### src/hdl/svg_pkg.sv
// Shared widths and codes for the spatial voice gain block.
// Used by the top level, the pipelined divider and the port checker.
package svg_pkg;

  // Configuration port.
  localparam int ADDR_W = 5;
  localparam logic [2:0] REG_MASTER_VOLUME = 3'd0;
  localparam logic [2:0] REG_LISTENER_X    = 3'd1;
  localparam logic [2:0] REG_LISTENER_Y    = 3'd2;
  localparam logic [2:0] REG_RIGHT_X       = 3'd3;
  localparam logic [2:0] REG_RIGHT_Y       = 3'd4;

  // Fixed-point units and limits.
  localparam logic [16:0] UNIT_Q16   = 17'd65536;
  localparam logic [15:0] UNIT_Q15   = 16'd32768;
  localparam logic [31:0] NEAR_FLOOR = 32'd66;

  // Datapath widths.
  localparam int DIST_W   = 33;              // floor(sqrt(sum of squares))
  localparam int SUMSQ_W  = 66;              // sum of three 33-bit squares
  localparam int NUM_W    = 55;              // divider dividend
  localparam int DEN_W    = 50;              // divider divisor
  localparam int QUO_W    = 16;              // divider quotient bits
  localparam int DIV_LAT  = QUO_W + 1;       // divider register stages

endpackage

### src/hdl/svg_div.sv
// Pipelined restoring divider, one quotient bit per register stage.
// Depends on svg_pkg for its widths; flags a quotient of 2^16 or more.
module svg_div (
  input  logic                       clk,
  input  logic                       en,
  input  logic [svg_pkg::NUM_W-1:0]  num,
  input  logic [svg_pkg::DEN_W-1:0]  den,
  output logic [svg_pkg::QUO_W-1:0]  quo,
  output logic                       ovf
);
  import svg_pkg::*;

  localparam int WIDE_W = DEN_W + QUO_W;

  logic [NUM_W-1:0] rem [0:QUO_W];
  logic [DEN_W-1:0] dv  [0:QUO_W];
  logic [QUO_W-1:0] q   [0:QUO_W];
  logic             ov  [0:QUO_W];

  always_ff @(posedge clk) begin
    if (en) begin
      rem[0] <= num;
      dv[0]  <= den;
      q[0]   <= '0;
      ov[0]  <= {{(WIDE_W-NUM_W){1'b0}}, num} >= {den, {QUO_W{1'b0}}};
    end
  end

  for (genvar k = 0; k < QUO_W; k++) begin : g_step
    localparam int B = QUO_W - 1 - k;
    logic [WIDE_W-1:0] trial;
    logic              hit;
    logic [QUO_W-1:0]  qn;

    always_comb begin
      trial = {{QUO_W{1'b0}}, dv[k]} << B;
      hit   = {{(WIDE_W-NUM_W){1'b0}}, rem[k]} >= trial;
      qn    = q[k];
      qn[B] = hit;
    end

    always_ff @(posedge clk) begin
      if (en) begin
        rem[k+1] <= hit ? rem[k] - trial[NUM_W-1:0] : rem[k];
        dv[k+1]  <= dv[k];
        q[k+1]   <= qn;
        ov[k+1]  <= ov[k];
      end
    end
  end

  assign quo = q[QUO_W];
  assign ovf = ov[QUO_W];

endmodule

### config.mk
export PLATFORM = sky130hd
export DESIGN_NAME = svg_div
export DESIGN_NICKNAME = d
export VERILOG_FILES = /design/src/hdl/svg_pkg.sv /design/src/hdl/svg_div.sv
export SDC_FILE = /design/constraint.sdc
export NUM_CORES = 2
export LEC_CHECK = 0
export BUFFER_PORTS_ARGS = -buffer_cell sky130_fd_sc_hd__buf_2
export CAP_MARGIN = 20
export CORE_ASPECT_RATIO = 2
export CORE_MARGIN = 4
export CORE_UTILIZATION = 35
export CTS_BUF_LIST = sky130_fd_sc_hd__clkbuf_8
export CTS_CLUSTER_DIAMETER = 60
export DETAILED_ROUTE_END_ITERATION = 7
export GPL_TIMING_DRIVEN = 0
export MAX_ROUTING_LAYER = met4
export PLACE_DENSITY = 0.59
export SLEW_MARGIN = 20
export SYNTH_ARGS = -nofsm -noshare
export SYNTH_HDL_FRONTEND = slang
export SYNTH_SLANG_ARGS = --single-unit
### constraint.sdc
create_clock -name clk -period 3.8 [get_ports clk]
set_clock_uncertainty 0.05 [all_clocks]
set_input_delay 0.38 -clock clk [delete_from_list [all_inputs] [get_ports clk]]
set_output_delay 0.38 -clock clk [all_outputs]
set_load 0.005 [all_outputs]
## Word-level counts from Yosys, hierarchy flattened

Memory sizes are Yosys's and may differ from the RTL's.
Cells that the tools add are included.

| cells by class | value |
|---|---|
| order comparisons | 17 |
| add/sub/neg operators | 16 |
| multiplexer cells | 18 |

Operators by type and width:

| cell | count |
|---|---|
| $mux W55 | 16 |
| $sub A55 B55 Y55 | 11 |
| $ge A55 B66 Y1 | 1 |
| $ge A55 B65 Y1 | 1 |
| $ge A55 B64 Y1 | 1 |
| $ge A55 B63 Y1 | 1 |
| $ge A55 B62 Y1 | 1 |
| $ge A55 B61 Y1 | 1 |
| $ge A55 B60 Y1 | 1 |
| $ge A55 B59 Y1 | 1 |
| $ge A55 B58 Y1 | 1 |
| $ge A55 B57 Y1 | 1 |
| $ge A55 B56 Y1 | 1 |
| $ge A55 B50 Y1 | 1 |
| $ge A55 B51 Y1 | 1 |
| $ge A55 B52 Y1 | 1 |
| $ge A55 B53 Y1 | 1 |
| $ge A55 B54 Y1 | 1 |
| $ge A55 B55 Y1 | 1 |
| $sub A55 B50 Y55 | 1 |
| $sub A55 B51 Y55 | 1 |
| $sub A55 B52 Y55 | 1 |
| $sub A55 B53 Y55 | 1 |
| $sub A55 B54 Y55 | 1 |
| $mux W1 | 2 |

| storage, ports and cells | value |
|---|---|
| memory bits (writable) | 2074 |
| memories | 4 |
| bits of input ports | 107 |
| flip-flop bits (word level) | 0 |

Memories:

| name | depth | width | read ports | clocked after memory_dff | write ports | RTL line | RTL |
|---|---|---|---|---|---|---|---|
| rem | 17 | 55 | 16 | 0 | 17 | svg_div.sv:15 | `logic [NUM_W-1:0] rem [0:QUO_W];` |
| dv | 17 | 50 | 16 | 0 | 17 | svg_div.sv:16 | `logic [DEN_W-1:0] dv [0:QUO_W];` |
| q | 17 | 16 | 17 | 0 | 17 | svg_div.sv:17 | `logic [QUO_W-1:0] q [0:QUO_W];` |
| ov | 17 | 1 | 17 | 0 | 17 | svg_div.sv:18 | `logic ov [0:QUO_W];` |

## Logic depth before layout (Yosys ltp)

An unclocked memory read counts as a cell.

| depth | value |
|---|---|
| depth after elaboration | 3 |
| mapped depth | 17 |

## Least setup slack after synthesis

No wires, ideal clock.

| path | value |
|---|---|
| kind | reg-to-reg |
| from | memory rem[9][6], in the netlist rem[0][501] |
| to | memory rem[10][50], in the netlist rem[0][600] (data pin) |
| buffers on the path | 0 |
| setup time | 0.262 ns |
| period minus slack after synthesis | 3.661 ns |
| cell stages (with the launch flop) | 16 |
| setup slack | 0.139 ns |
| data arrival time | 3.349 ns |
| cells stage by stage | edfxtp_1 inv_1 ha_1 inv_1 fa_1 a211oi_1 o21ai_1 a31oi_1 a2111oi_4 nor4b_4 o21ai_1 a221oi_1 o32a_1 o21ai_1 xnor2_1 mux2_1 |

RTL lines:

| item | RTL line |
|---|---|
| start: declaration | svg_div.sv:15 |

==> results.py <==
metrics = {
    "status": {
        "status": "finished with violations",
        "violations": "negative setup slack",
    },
    "yosys": {
        "synthMuxAreaShare_pct": 2.681,
        "synthCells": 9772,
        "yosysTopAreaCellShare_pct": 51.56,
        "yosys.area_share.simple_pct": 9.833,
        "yosys_warnings": 0,
        "synth_compound_area_share_pct": 16.52,
        "synthesis.nets": 10678,
        "synth_area_leaders": "edfxtp_1 52%, ha_1 9.2%, a21oi_1 3.9%, inv_1 3.4%, a21o_1 3.3%",
        "ys_seq_area_share_pct": 51.56,
        "synth_edf_count": 1833,
        "ys_async_sr_fraction_pct": 0,
        "synth_top_family_by_area": "compound AO/OA/AOI/OAI gates",
        "synth_cell_types": 119,
        "synth_area_per_cell_um2": 10.93,
        "synth-seq-cells": 1833,
        "synthXorXnorAreaFrac_pct": 5.144,
        "synthAdderAreaFrac_pct": 9.470,
        "syn-cell-area_mm2": 0.1068,
        "synth_area_leader_cell": "edfxtp_1",
        "synth_flop_cell": "edfxtp_1",
    },
    "flow_run": {
        "max-cap-violations": 0,
    },
    "timing": {
        "period_needed_ps": 4323,
        "max_freq_mhz": 231.3,
        "setup-violations-final": 608,
        "rsz0062_at_grt": "yes",
        "slew_violations": 0,
        "hold_viol": 0,
        "fin_crit_sh_pct": 113.8,
        "worst_slack_ps": -522.7,
        "max_slew.worst_pin.slew_ps": 1242,
        "relSlewSlack_pct": 16.43,
    },
    "layout": {
        "layout_commonest_cell": "edfxtp_1",
        "drive_gt1_share_pct": 18.77,
        "final_cells": 15018,
        "final_nets": 11662,
        "final_cell_mix": "1833 x edfxtp_1, 1032 x inv_1, 740 x a21oi_1",
        "syn2layout_area_growth_pct": 23.14,
        "fillers": 28648,
    },
    "detailed_routing": {
        "initialDrtViolationCount": 2999,
        "via_count": 78405,
        "viasPerCell": 5.221,
        "dr.pass1.iters": 7,
        "wl_per_cell_um": 26.29,
        "drc": 0,
        "wl_um": 394800,
        "antenna_left": 0,
    },
    "placed_design": {
        "place_hpwl_um": 311400,
        "gp_congestion": 1.023,
        "numPortBuffers": 123,
        "dp_slack_ps": -2758,
        "placed_cells": 13983,
    },
    "worst_setup_path": {
        "path_cells": "inv_1, ha_1, nor2b_1, o21ai_0, a21o_1, a211o_1, nand3_1, o31ai_1, a31oi_1, a21oi_1, o21ai_0, xnor2_1, o21ai_0",
        "crit_arrival_ps": 5020,
        "slowest_delay_ps": 680,
        "worstSetupStartpointType": "flop",
        "reg2regPathDepth": 13,
        "worstReg2RegStart": "dv[0][151]",
        "cp-end-kind": "flop",
        "ff2ff_setup_slack_ps": -520,
        "worst-setup-path-type": "reg -> reg",
        "worstPathRequired_ps": 4500,
        "cp_common_cell": "o21ai_0",
        "worstPathMaxFanout": 3,
        "worstReg2RegEnd": "rem[0][263]",
        "cp_slowest_cell": "o31ai_1",
    },
    "global_routing": {
        "grt-ovfl-total": 0,
        "antenna_found_initial": 8,
        "grt_pass1_vias": 84986,
        "grt.total_usage_pct": 24.40,
        "grt_max_degree": 148,
        "grt_pass1_wl_um": 538600,
    },
    "cts": {
        "cts-root-buf": "clkbuf_8",
        "cts_buffers": 302,
        "clk_pin_slew_worst_paths_ps": 60,
        "cts_tree": "yes",
        "insertion_delay_ps": 1030,
        "htreeDepth": 5,
        "cts_buffer_depth": 4,
        "cts_sinks": 1833,
    },
    "floorplanning": {
        "initial_utilization_pct": 35.18,
        "io_pins": 124,
        "die_h_um": 789.1,
        "die_x_um": 398.5,
        "core_area_mm2": 0.3035,
        "dieArea_mm2": 0.3145,
        "rows": 286,
    },
    "hold_path": {
        "hp-class": "in -> reg",
        "hp-start": "den[41]",
        "holdPathEnd": "dv[0][41]",
        "whs_path_depth": 2,
    },
    "power_and_ir_drop": {
        "p_leak_nw": 53.96,
        "peakVddDrop_uv": 334.4,
        "power_density_mw_per_mm2": 515.2,
    },
}
==> where the power goes <==
group	leakage (nW)	switching (W)	internal [W]
sequential	18.0	0.00129	0.0253
combinational	32.8	0.0141	0.00959
clock	3.18	0.00860	0.00881
==> state kept, by name (all words and copies together) (netlist names) <==
signal	count
rem	880
dv	800
q	136
ov	17
==> worst max path at each step <==
| stage | start | endpoint | cells past startpoint |
|---|---|---|---|
| 5_1_grt | rem[0][393] | rem[0][476] | 19 |
| 4_1_cts | rem[0][355] | rem[0][439] | 14 |
| 3_3_place_gp | en | dv[0][750] | 1 |
| 2_1_floorplan | rem[0][501] | rem[0][600] | 15 |
| 6_report | dv[0][151] | rem[0][263] | 13 |
| 3_5_place_dp | rem[0][514] | rem[0][602] | 14 |
==> cells by family (layout without fill, tap and decap cells) <==
kind of cell / count (synthesis) / in the layout
mux: 224 / 224
fa+ha+maj: 799 / 799
compound gates: 2804 / 2804
simple gates: 2185 / 2185
buf+inv: 1300 / 2505
flops: 1833 / 1833
xor+xnor: 627 / 627
other cells: 0 / 9
==> synth_stat cells (all sizes together) (26+ instances only) <==
| master | instances |
|---|---|
| o31ai | 53 |
| nand3 | 179 |
| xnor2 | 360 |
| and2 | 31 |
| o21a | 86 |
| edfxtp | 1833 |
| nor3 | 111 |
| nand2b | 81 |
| o21ai | 761 |
| nor4 | 76 |
| a21boi | 26 |
| inv | 982 |
| and3 | 65 |
| o211ai | 48 |
| a31oi | 89 |
| nor2b | 88 |
| buf | 100 |
| a211oi | 61 |
| a21o | 466 |
| xor2 | 267 |
| nand2 | 821 |
| clkbuf | 217 |
| ha | 784 |
| nand4 | 169 |
| o21bai | 121 |
| nor2 | 419 |
| a21oi | 835 |
| mux2 | 211 |
==> layer usage <==
| metal | global-route usage [%] | wire (µm) |
|---|---|---|
| met5 | - | 0 |
| met4 | 25.65 | 56770 |
| met3 | 2.310 | 8419 |
| met2 | 52.72 | 241900 |
| met1 | 13.66 | 87730 |
==> area by class of cell <==
| cell class | instances | area, µm² | share of cell area [%] |
|---|---|---|---|
| Tap cell | 4032 | 5045 | 3.837 |
| Clock inverter | 218 | 1500 | 1.141 |
| Multi-Input combinational cell | 6639 | 51730 | 39.35 |
| Antenna cell | 9 | 22.52 | 0.01713 |
| Buffer | 278 | 2585 | 1.966 |
| Clock buffer | 307 | 4225 | 3.214 |
| Inverter | 983 | 3695 | 2.810 |
| Sequential cell | 1833 | 55040 | 41.87 |
| Timing Repair Buffer | 719 | 7615 | 5.792 |
==> critical path, delay by kind of cell (launching register included) <==
kind	cells	cell delay, ps
xor gates and xnor gates	1	160
and+or+nand+nor	2	290
buffers and inverters	1	120
AOI/OAI and AO/OA	8	2770
adders and majority gates	1	260
DFF	1	420
==> timing repair <==
action / in CTS / in global routing
hold buffers: 205 / 0
gates resized for setup: 462 / 1237
pin swaps: 82 / 300
endpoints found under the setup margin: 720 / 716
setup buffers: 70 / 231
endpoints found under the hold margin: 185 / 0
gates cloned: 0 / 39
==> per-stage QoR <==
| step | instance area (µm²) | hold WS [ps] | utilization (%) | power (W) | TNS (ps) |
|---|---|---|---|---|---|
| final | 131500 | 119.0 | 43.32 | 0.06773 | -161390 |
| after global routing | 131500 | 54.20 | 43.32 | 0.07120 | -216980 |
| after CTS | 124100 | 5.223 | 40.90 | 0.06591 | -295810 |
| after detailed placement | 113600 | 354.5 | 37.45 | 0.04716 | -1207640 |
| after global placement | 112400 | 351.4 | 37.05 | 0.04806 | - |
| after floorplan | 106800 | 350.3 | - | 0.03982 | 0 |
Note: power is estimated with default switching activity, not from simulation.
